===== src/design/wgc_pkg.sv =====
// shared constants, tables and helper functions for the waypoint go-to-goal controller
// no dependencies
`timescale 1ns / 1ps

package wgc_pkg;

    localparam int MAX_POINTS_DEF   = 16;
    localparam int CORDIC_STEPS_DEF = 16;
    localparam int ATAN_LEN         = 24;

    // datapath widths of the shared cordic
    localparam int XW = 26;
    localparam int ZW = 22;

    localparam logic signed [ZW-1:0] ANG_PI      = 22'sd205887;
    localparam logic signed [ZW-1:0] ANG_HALF_PI = 22'sd102944;
    localparam logic signed [ZW-1:0] ANG_TWO_PI  = 22'sd411775;
    localparam logic [15:0]          INV_GAIN    = 16'd39797;

    localparam logic [1:0] STATUS_TURN  = 2'd0;
    localparam logic [1:0] STATUS_DRIVE = 2'd1;
    localparam logic [1:0] STATUS_REACH = 2'd2;
    localparam logic [1:0] STATUS_DONE  = 2'd3;

    localparam logic [2:0] REG_ANGLE_GAIN = 3'd0;
    localparam logic [2:0] REG_DIST_GAIN  = 3'd1;
    localparam logic [2:0] REG_ANGLE_TOL  = 3'd2;
    localparam logic [2:0] REG_DIST_TOL   = 3'd3;
    localparam logic [2:0] REG_POINTS     = 3'd4;

    typedef struct packed {
        logic                 start;
        logic                 vectoring;
        logic signed [XW-1:0] x;
        logic signed [XW-1:0] y;
        logic signed [ZW-1:0] z;
    } cordic_req_t;

    function automatic logic [15:0] wgc_atan(input logic [4:0] i);
        logic [15:0] r;
        unique case (i)
            5'd0:    r = 16'd51472;
            5'd1:    r = 16'd30386;
            5'd2:    r = 16'd16055;
            5'd3:    r = 16'd8150;
            5'd4:    r = 16'd4091;
            5'd5:    r = 16'd2047;
            5'd6:    r = 16'd1024;
            5'd7:    r = 16'd512;
            5'd8:    r = 16'd256;
            5'd9:    r = 16'd128;
            5'd10:   r = 16'd64;
            5'd11:   r = 16'd32;
            5'd12:   r = 16'd16;
            5'd13:   r = 16'd8;
            5'd14:   r = 16'd4;
            5'd15:   r = 16'd2;
            5'd16:   r = 16'd1;
            default: r = 16'd0;
        endcase
        return r;
    endfunction

    function automatic logic [15:0] wgc_init_x(input logic [4:0] idx);
        logic [15:0] r;
        unique case (idx)
            5'd0, 5'd3:                      r = 16'd4096;
            5'd1, 5'd2, 5'd4:                r = 16'd12288;
            5'd5, 5'd6, 5'd9:                r = 16'd20480;
            5'd7, 5'd8, 5'd11, 5'd12, 5'd15: r = 16'd28672;
            5'd10, 5'd13, 5'd14:             r = 16'd36864;
            default:                         r = 16'd0;
        endcase
        return r;
    endfunction

    function automatic logic [15:0] wgc_init_y(input logic [4:0] idx);
        logic [15:0] r;
        unique case (idx)
            5'd0, 5'd1, 5'd6, 5'd7, 5'd10, 5'd11: r = 16'd32768;
            5'd2, 5'd3:                           r = 16'd20480;
            5'd4, 5'd5, 5'd8, 5'd9:               r = 16'd12288;
            5'd12, 5'd13:                         r = 16'd24576;
            5'd14, 5'd15:                         r = 16'd16384;
            default:                              r = 16'd0;
        endcase
        return r;
    endfunction

    function automatic logic signed [15:0] wgc_sat16(input logic signed [63:0] v);
        logic signed [15:0] r;
        if (v > 64'sd32767) begin
            r = 16'sh7fff;
        end else if (v < -64'sd32768) begin
            r = -16'sh8000;
        end else begin
            r = 16'(v);
        end
        return r;
    endfunction

endpackage


===== src/design/wgc_cordic.sv =====
// shared iterative cordic: vectoring (angle and length) or rotating (cosine)
// one micro-rotation per cycle; depends on wgc_pkg
`timescale 1ns / 1ps

module wgc_cordic import wgc_pkg::*; #(
    parameter int CORDIC_STEPS = CORDIC_STEPS_DEF
) (
    input  logic                 aclk,
    input  logic                 aresetn,
    input  cordic_req_t          req,
    output logic                 done,
    output logic signed [XW-1:0] x_out,
    output logic signed [ZW-1:0] z_out
);

    localparam int NSTEPS = (CORDIC_STEPS > ATAN_LEN) ? ATAN_LEN : CORDIC_STEPS;

    logic signed [XW-1:0] x_reg, x_next, y_reg, y_next;
    logic signed [ZW-1:0] z_reg, z_next;
    logic [4:0]           iter_reg;
    logic                 run_reg, done_reg, vec_reg;
    logic signed [XW-1:0] xs, ys;
    logic signed [ZW-1:0] at;
    logic                 up;

    always_comb begin
        xs = x_reg >>> iter_reg;
        ys = y_reg >>> iter_reg;
        at = ZW'($signed({1'b0, wgc_atan(iter_reg)}));
        up = vec_reg ? (y_reg > 0) : (z_reg < 0);
        if (vec_reg ? up : !up) begin
            x_next = vec_reg ? x_reg + ys : x_reg - ys;
            y_next = vec_reg ? y_reg - xs : y_reg + xs;
            z_next = vec_reg ? z_reg + at : z_reg - at;
        end else begin
            x_next = vec_reg ? x_reg - ys : x_reg + ys;
            y_next = vec_reg ? y_reg + xs : y_reg - xs;
            z_next = vec_reg ? z_reg - at : z_reg + at;
        end
    end

    always_ff @(posedge aclk) begin
        if (!aresetn) begin
            run_reg  <= 1'b0;
            done_reg <= 1'b0;
            iter_reg <= '0;
        end else begin
            done_reg <= 1'b0;
            if (req.start) begin
                run_reg  <= 1'b1;
                iter_reg <= '0;
            end else if (run_reg) begin
                iter_reg <= iter_reg + 5'd1;
                if (iter_reg == 5'(NSTEPS - 1)) begin
                    run_reg  <= 1'b0;
                    done_reg <= 1'b1;
                end
            end
        end
    end

    always_ff @(posedge aclk) begin
        if (req.start) begin
            x_reg   <= req.x;
            y_reg   <= req.y;
            z_reg   <= req.z;
            vec_reg <= req.vectoring;
        end else if (run_reg) begin
            x_reg <= x_next;
            y_reg <= y_next;
            z_reg <= z_next;
        end
    end

    assign done  = done_reg;
    assign x_out = x_reg;
    assign z_out = z_reg;

endmodule


===== config.mk =====
export PLATFORM = sky130hd
export DESIGN_NAME = wgc_cordic
export DESIGN_NICKNAME = d
export VERILOG_FILES = /design/src/design/wgc_pkg.sv /design/src/design/wgc_cordic.sv
export SDC_FILE = /design/constraint.sdc
export NUM_CORES = 1
export LEC_CHECK = 0
export BUFFER_PORTS_ARGS = -buffer_cell sky130_fd_sc_hd__buf_2
export CORE_UTILIZATION = 45
export CTS_CLUSTER_DIAMETER = 30
export DETAILED_ROUTE_END_ITERATION = 8
export GPL_TIMING_DRIVEN = 0
export SLEW_MARGIN = 20
export SYNTH_ARGS = -nofsm -noshare
export SYNTH_HDL_FRONTEND = slang
export SYNTH_SLANG_ARGS = --single-unit

===== constraint.sdc =====
create_clock -name aclk -period 12.05 [get_ports aclk]
set_input_delay 2.41 -clock aclk [delete_from_list [all_inputs] [get_ports aclk]]
set_output_delay 2.41 -clock aclk [all_outputs]
set_load 0.01 [all_outputs]

==> results.toml, run 1 <==
[run_status]
outcome = "finished clean"

[layout]
fillCellCount = 3165
area.growth.synth_to_final_pct = 10.7
final_common_cell = "nand2_1"
layout-drive-gt1-share_pct = 11.1
most-common-layout-cells = "nand2_1 (206), nor2_1 (176), a21oi_1 (171), ha_1 (147), o21ai_0 (139)"
n_antenna_cell = 0
fin_nets = 2209

[clock_network]
cts_tree = "built"
path_clk_slew_ns = 0.08
cts-htree-levels = 3
cts_setup_buffers = 0
cts_buffers = 9
cts_hold_buf = 0
clk_path_buf_depth = 2
ctsRootBufferMaster = "clkbuf_16"
insertion_delay_ns = 0.40
cts_sinks = 98
ctsResizeCount = 0

[yosys]
synth.area.top_cells = "edfxtp_1 (16%), ha_1 (13%), a21oi_1 (6.1%)"
synth_edf_count = 75
yosysSeqAreaShare_pct = 19.4
async_flop_share_pct = 0
synthFlopType = "edfxtp_1"
yosys.area.top_type_share_pct = 16.1
synth.cell_area_mm2 = 0.0140
syn_inst = 1839
ys_seq_elements = 98
synth_top_area_cell = "edfxtp_1"
ys_types = 77
synth.avg_cell_area_um2 = 7.59
synthesis.nets = 2070
yosys_warnings = 0

[pwr]
netSwitchingFraction_pct = 55.6
pwr-share-comb_pct = 76.8
switchingPower_mw = 2.74
p_leak_nw = 6.66
sequentialPowerShare_pct = 16.3
p_int_mw = 2.19
clkPwrFrac_pct = 6.9
worst_ir_drop_vdd_mv = 0.114
cellPowerDensity_mw_per_mm2 = 319

[sta]
finalCritPeriodShare_pct = 56.1
timing.setup.tns_ns = 0
slew_violations = 0
timing_worst_slew_pin_value_ns = 1.23
rsz0062_at_grt = "false"
fin_crit_ns = 6.76
setup-violations-final = 0
clock_skew_ns = 0.0175
relSlewSlack_pct = 18.1
finalHoldViolCount = 0
max_freq_mhz = 148
whs_ns = 0.689

[hold_path]
hold_path_startpoint = "at[0]"
hold_path_depth = 2
min-delay-path-class = "reg -> reg"
worstHoldEndpoint = "z_out[0]"

[worst_setup_path]
slowest_delay_ns = 0.74
worst-r2r-cell-count = 21
cp-end-kind = "flop"
path_class = "reg -> reg"
cp.required_ns = 12.19
crit_chain = "clkbuf_1, clkbuf_1, buf_1, mux2i_1, mux2i_1, nor2_1, nor2_1, o21ai_0, nor2_1, nor2_1, inv_1, ha_1, nor2_1, a221oi_1, o311ai_0, a21boi_0, a211oi_1, a211oi_1, a211oi_1, xnor2_1, mux2_2"
crit_arrival_ns = 6.91
r2r_end = "y_reg[25]"
critPathMaxFanout = 10
cpMostUsedCell = "nor2_1"
startpoint_type = "flop"
r2r_slack_ns = 5.29
crit_path_top_delay_cell = "o311ai_0"
r2r_start = "iter_reg[1]"

[floorplan]
core_mm2 = 0.0306
num_rows = 64
io_pins = 127
fp.dieH_um = 178
die-area_mm2 = 0.0317
fp.dieW_um = 178
start_util_pct = 45.7

[routing]
post_drt_wl_per_cell_um = 23.9
routed_wirelength_mm = 56.8
drt_first_pass_iters = 6
vias = 14802
drtAntennaViolNets = 0
drt_iter0_drc = 1588
drc_errors = 0
vias_per_cell = 6.22

[global_route]
grt_antenna_before_repair = 1
grt-ovfl-total = 0
grt_pass1_wl_mm = 84.6
first_global_vias = 13932
grtUsageTotal_pct = 36.0
grt_max_degree = 40

[placed_design]
place_hpwl_mm = 43.8
gp_congestion = 1.03
io_buffers = 126

[job]
drv_cap = 0
worst max-delay path: cells and delay by family (launching register included):
family | cells | cell delay, ns
muxes | 3 | 0.75
xor gates and xnor gates | 1 | 0.11
adders and majority gates | 1 | 0.22
DFF | 1 | 0.34
and+or+nand+nor | 5 | 0.56
AOI/OAI and AO/OA | 7 | 2.81
buffers and inverters | 4 | 1.72
metal layers:
metal  part of all wire, %  track usage [%]  up-vias
li1                      -                -     6915
met1                    44             48.7     6982
met2                    44             55.7      791
met3                   8.6             6.33      114
met4                   4.1             15.9        0
met5                     0                0        -
kinds of logic (layout without fill, tap and decap cells):
group / count (synthesis) / in the layout / share of synthesized area, %
adder cells (fa/ha/maj): 153 / 153 / 14.0
XOR/XNOR: 68 / 68 / 4.26
AO/OA/AOI/OAI: 589 / 589 / 26.8
AND/OR/NAND/NOR: 585 / 585 / 19.0
buffers and inverters: 251 / 395 / 6.75
flip-flops: 98 / 98 / 19.4
multiplexers: 95 / 95 / 9.68
synthesized netlist by cell type (all sizes together) (23+ instances only):
| master | count |
|---|---|
| ha | 147 |
| mux2i | 35 |
| clkbuf | 90 |
| inv | 140 |
| a21oi | 171 |
| a21o | 31 |
| edfxtp | 75 |
| nand3 | 24 |
| nor2b | 23 |
| nor3 | 38 |
| nand2b | 32 |
| xnor2 | 50 |
| o21a | 39 |
| nor2 | 176 |
| mux4 | 29 |
| nand2 | 206 |
| a211oi | 34 |
| o21ai | 140 |
| dfxtp | 23 |
| mux2 | 31 |
layout make-up:
class | instances | area (um^2) | share of cell area [%]
multi-input cells | 1490 | 10300 | 66.7
flip-flops and latches | 98 | 2710 | 17.5
repair buffers | 128 | 673 | 4.35
inverters | 143 | 537 | 3.47
well taps | 396 | 495 | 3.20
plain buffers | 108 | 410 | 2.65
clock buffers | 11 | 254 | 1.64
clock inverters | 5 | 71.3 | 0.461
power groups by stage:
stage,Clock [mW],Combinational [mW],Sequential (mW)
floorplan,0,2.70,0.707
global placement,0,3.64,0.799
detailed placement,0,3.66,0.804
CTS,0.343,3.69,0.797
global route,0.353,4.16,0.814
finish,0.339,3.79,0.805
worst max path at each step:
stage,cells past startpoint,start,to
2_1_floorplan,18,iter_reg[0],x_out[23]
3_3_place_gp,20,iter_reg[1],y_reg[25]
3_5_place_dp,21,iter_reg[1],y_reg[25]
4_1_cts,21,iter_reg[1],y_reg[25]
5_1_grt,21,iter_reg[1],y_reg[25]
6_report,21,iter_reg[1],y_reg[25]
through the flow:
| stage | instances | cell area [um^2] | util (%) | power, mW | worst slack, ns |
|---|---|---|---|---|---|
| global placement | 2361 | 15100 | 49.3 | 4.44 | 5.71 |
| CTS | 2378 | 15400 | 50.5 | 4.83 | 5.63 |
| global route | 2379 | 15500 | 50.6 | 5.33 | 5.08 |
| finish | 2379 | 15500 | 50.6 | 4.93 | 5.29 |
| detailed placement | 2362 | 15100 | 49.4 | 4.47 | 5.68 |
| floorplan | 1839 | 14000 | - | 3.41 | 7.27 |
Power figures use the tool's default switching activity.
==> run 2, diff against run 1 <==
PLACE_DENSITY = 0.66   (was default)
clock period = 5.4 ns   (was 12.05 ns; I/O delays follow)
==> results.toml, run 2 (synthesis gave the netlist of run 1 again) <==
[run_status]
outcome = "finished clean"

[worst_setup_path]
crit_chain = "clkbuf_2, clkbuf_4, clkbuf_4, mux2i_1, a21oi_1, mux2i_1, nor2_1, a21oi_1, mux2i_2, ha_1, fa_1, nand2b_1, a221o_1, a211oi_4, o311ai_2, o211ai_1, buf_4, a31oi_2, o211ai_1, xnor2_1, mux2_2"
r2r_slack_ns = 0.15
crit_arrival_ns = 5.39
path_class = "reg -> reg"
slowest_delay_ns = 0.43
cp-end-kind = "flop"
r2r_end = "y_reg[24]"
critPathMaxFanout = 10
crit_path_top_delay_cell = "fa_1"
r2r_start = "iter_reg[1]"
cp.required_ns = 5.55
worst-r2r-cell-count = 21
startpoint_type = "flop"

[sta]
finalCritPeriodShare_pct = 97.1
max_freq_mhz = 191
slew_violations = 0
setup-violations-final = 0
relSlewSlack_pct = 17.3
finalHoldViolCount = 0
timing.setup.tns_ns = 0
setup_ws_ns = 0.155
clock_skew_ns = 0.0167
timing_worst_slew_pin_value_ns = 1.24
fin_crit_ns = 5.25

[routing]
routed_wirelength_mm = 55.1
vias_per_cell = 6.31
drt_first_pass_iters = 6
drt_iter0_drc = 1591
vias = 15019
drc_errors = 0
drtAntennaViolNets = 0
post_drt_wl_per_cell_um = 23.2

[job]
drv_cap = 0

[clock_network]
cts_buffers = 9
insertion_delay_ns = 0.39
cts_hold_buf = 0
path_clk_slew_ns = 0.08
cts_tree = "built"
ctsRootBufferMaster = "clkbuf_16"
clk_path_buf_depth = 2
cts-htree-levels = 3
cts_sinks = 98

[layout]
final_common_cell = "nand2_1"
layout-drive-gt1-share_pct = 13.0
area.growth.synth_to_final_pct = 11.9
fillCellCount = 3091
multi_input_area_mm2 = 0.0104
most-common-layout-cells = "nand2_1 (206), nor2_1 (175), a21oi_1 (169), ha_1 (147), inv_1 (138)"
fin_nets = 2210
postLayoutCoreUtil_pct = 51.1
regArea_mm2 = 0.00271
n_antenna_cell = 0
design_area_mm2 = 0.0156

[global_route]
grt-ovfl-total = 0
grtUsageTotal_pct = 34.6
grt_pass1_wl_mm = 81.8
first_global_vias = 13646
grt_max_degree = 30
grt_antenna_before_repair = 0

[hold_path]
worstHoldEndpoint = "z_out[0]"
min-delay-path-class = "reg -> reg"
hold_path_depth = 2
hold_path_startpoint = "at[0]"

[pwr]
worst_ir_drop_vdd_mv = 0.297
sequentialPowerShare_pct = 16.1
p_leak_nw = 6.74
netSwitchingFraction_pct = 55.3
pwr-share-comb_pct = 77.0
clkPwrFrac_pct = 6.9
total_power_mw = 11.1
cellPowerDensity_mw_per_mm2 = 713
p_int_mw = 4.99
switchingPower_mw = 6.16

[floorplan]
fp.dieH_um = 178
die-area_mm2 = 0.0317
num_rows = 64
io_pins = 127
core_mm2 = 0.0306
start_util_pct = 45.7
fp.dieW_um = 178

[placed_design]
place_ws_ns = -0.863
place_hpwl_mm = 42.4
io_buffers = 126
gp_congestion = 1.07
placed_area_mm2 = 0.0151
[run 2: cell types whose count changed in the layout (fill, tap and decap cells not counted), sizes merged]
cell      delta
buf          -1
bufinv       +1
clkinvlp     -1
inv          +2
[run 2: what timing repair did]
| item | CTS | global route |
|---|---|---|
| gates resized for setup | 24 | 36 |
| endpoints found under the setup margin | 29 | 20 |
| buffers inserted | 0 | 2 |
| pin swaps | 0 | 3 |
[run 2: through the flow]
stage / hold slack (ns) / instances
after global placement: 0.680 / 2361
after floorplan: 0.644 / 1839
final: 0.690 / 2380
after CTS: 0.693 / 2379
after detailed placement: 0.678 / 2363
after global routing: 0.735 / 2380
[run 2: layout make-up]
cell class | count | area share (%)
multi-input cells | 1490 | 66.7
well taps | 396 | 3.17
repair buffers | 130 | 4.39
clock buffers | 9 | 1.44
flip-flops and latches | 98 | 17.4
clock inverters | 7 | 0.640
inverters | 143 | 3.44
plain buffers | 107 | 2.86
[run 2: worst max-delay path: cells and delay by family, from the launching register on]
kind | cells | cell delay, ns
xor gates and xnor gates | 1 | 0.17
muxes | 4 | 0.96
adders and majority gates | 2 | 0.67
and+or+nand+nor | 2 | 0.22
AOI/OAI and AO/OA | 8 | 1.64
DFF | 1 | 0.33
buffers and inverters | 4 | 1.01
[run 2: how the worst max path moves through the flow]
| stage | to | slack [ns] | startpoint |
|---|---|---|---|
| CTS | y_reg[20] | 0.00009 | iter_reg[1] |
| global route | x_out[19] | -0.04 | iter_reg[0] |
| detailed placement | y_reg[25] | -0.86 | iter_reg[1] |
| global placement | y_reg[20] | -0.74 | iter_reg[1] |
| finish | y_reg[24] | 0.15 | iter_reg[1] |
| floorplan | x_out[23] | 0.62 | iter_reg[0] |
[run 2: power by group through the flow]
stage | logic [mW] | registers (mW) | clock network [mW]
2_1_floorplan | 6.03 | 1.58 | 0
3_3_place_gp | 8.01 | 1.77 | 0
3_5_place_dp | 8.11 | 1.78 | 0
4_1_cts | 8.22 | 1.77 | 0.781
5_1_grt | 9.36 | 1.81 | 0.797
6_report | 8.58 | 1.79 | 0.771
[run 2: per-layer routing]
layer / GRT usage (%) / vias to the layer above / routed length [um]
li1: - / 6902 / -
met1: 47.2 / 7089 / 23600
met2: 53.7 / 887 / 23900
met3: 4.39 / 141 / 4990
met4: 16.8 / 0 / 2660
met5: 0 / - / 0
==> run 3, diff against run 2 <==
CORE_UTILIZATION = 49   (was 45)
PLACE_DENSITY = 0.7   (was 0.66)
SKIP_CTS_REPAIR_TIMING = 1   (was default)
==> results.toml, run 3 (synthesis gave the netlist of run 1 again) <==
[layout]
fillCellCount = 2771
final_common_cell = "nand2_1"
area.growth.synth_to_final_pct = 11.7
multi_input_area_mm2 = 0.0104
postLayoutCoreUtil_pct = 55.8
regArea_mm2 = 0.00271
most-common-layout-cells = "nand2_1 (206), nor2_1 (176), a21oi_1 (168), ha_1 (147), inv_1 (138)"
layout-drive-gt1-share_pct = 13.0
fin_nets = 2211

[clock_network]
cts_tree = "built"
insertion_delay_ns = 0.38
cts_sinks = 98
path_clk_slew_ns = 0.08
ctsRootBufferMaster = "clkbuf_16"
clk_path_buf_depth = 2
cts_buffers = 9
cts-htree-levels = 3

[placed_design]
io_buffers = 126
gp_congestion = 1.04
place_hpwl_mm = 42.4

[floorplan]
die-area_mm2 = 0.0292
fp.dieW_um = 171
start_util_pct = 50.0
io_pins = 127
core_mm2 = 0.0279
fp.dieH_um = 171
num_rows = 61

[worst_setup_path]
startpoint_type = "flop"
path_class = "reg -> reg"
crit_arrival_ns = 5.44
cp-end-kind = "flop"
r2r_end = "y_reg[20]"
critPathMaxFanout = 10
r2r_slack_ns = 0.06
worst-r2r-cell-count = 19
cp.required_ns = 5.50
r2r_start = "iter_reg[1]"

[run_status]
outcome = "finished clean"

[routing]
drt_iter0_drc = 1575
drt_first_pass_iters = 5
routed_wirelength_mm = 55.1
post_drt_wl_per_cell_um = 23.3
vias_per_cell = 6.38
drc_errors = 0
drtAntennaViolNets = 0
vias = 15078

[sta]
timing_worst_slew_pin_value_ns = 1.21
finalCritPeriodShare_pct = 98.9
relSlewSlack_pct = 19.4
max_freq_mhz = 187
finalHoldViolCount = 0
fin_crit_ns = 5.34
slew_violations = 0
setup-violations-final = 0
whs_ns = 0.690
clock_skew_ns = 0.0111

[hold_path]
worstHoldEndpoint = "z_out[0]"
hold_path_startpoint = "at[0]"
min-delay-path-class = "reg -> reg"
hold_path_depth = 2

[global_route]
first_global_vias = 13822
grt_max_degree = 45
grt_pass1_wl_mm = 81.6
grt_antenna_before_repair = 0
grt-ovfl-total = 0
grtUsageTotal_pct = 37.3

[job]
drv_cap = 0

[pwr]
cellPowerDensity_mw_per_mm2 = 715
worst_ir_drop_vdd_mv = 0.257
p_leak_nw = 6.74
==> run 3: layout make-up <==
type                            instances  area share [%]
Timing Repair Buffer                  131            4.41
Clock inverter                          5           0.417
Multi-Input combinational cell       1490            66.7
Tap cell                              378            3.03
Inverter                              143            3.46
Buffer                                107            2.86
Sequential cell                        98            17.4
Clock buffer                           11            1.69
Antenna cell                            1          0.0160
==> run 3: per-stage QoR <==
stage	TNS, ns	instance area, um^2	total power [mW]	setup WS (ns)	cells
after floorplan	0	14000	7.61	0.615	1839
after global placement	-9.86	15100	9.81	-0.865	2343
after detailed placement	-10.50	15100	9.90	-0.817	2344
after CTS	-11.31	15400	10.7	-0.854	2360
after global routing	-0.0180	15600	12.0	-0.0166	2363
final	0	15600	11.2	0.0618	2364
==> run 3: per-layer routing <==
| metal | vias to the layer above | wire [um] | global-route usage, % |
|---|---|---|---|
| met5 | - | 0 | 0 |
| met4 | 0 | 2550 | 17.9 |
| met3 | 148 | 5630 | 7.63 |
| met2 | 859 | 23700 | 56.9 |
| met1 | 7155 | 23200 | 50.1 |
| li1 | 6916 | - | - |
==> run 3: critical path, stage by stage, from the launching register on <==
cell and delay (ns):
dfxtp_1 0.35, clkbuf_2 0.26, buf_4 0.26, clkbuf_4 0.27, mux4_2 0.37, mux2i_2 0.25
nand2_1 0.08, o21ai_1 0.17, nor2_1 0.07, nor2_1 0.21, ha_1 0.36, nand2b_1 0.21
a221o_1 0.36, a211oi_4 0.33, o311ai_2 0.18, o211ai_1 0.40, a31oi_1 0.22, a221oi_1 0.43
xnor2_1 0.18, o21ai_0 0.09
==> run 3: power breakdown <==
part	switching, mW	internal (mW)
clock network	0.360	0.409
logic	5.24	3.36
registers	0.580	1.21
total	6.18	4.98
==> run 3: worst max-delay path by stage <==
stage                     start         to  slack [ns]  cells after the start
floorplan           iter_reg[0]  x_out[23]        0.62                     18
global placement    iter_reg[1]  y_reg[20]       -0.87                     19
detailed placement  iter_reg[1]  y_reg[20]       -0.82                     19
CTS                 iter_reg[1]  y_reg[20]       -0.85                     19
global route        iter_reg[0]  y_reg[24]       -0.02                     19
finish              iter_reg[1]  y_reg[20]        0.06                     19
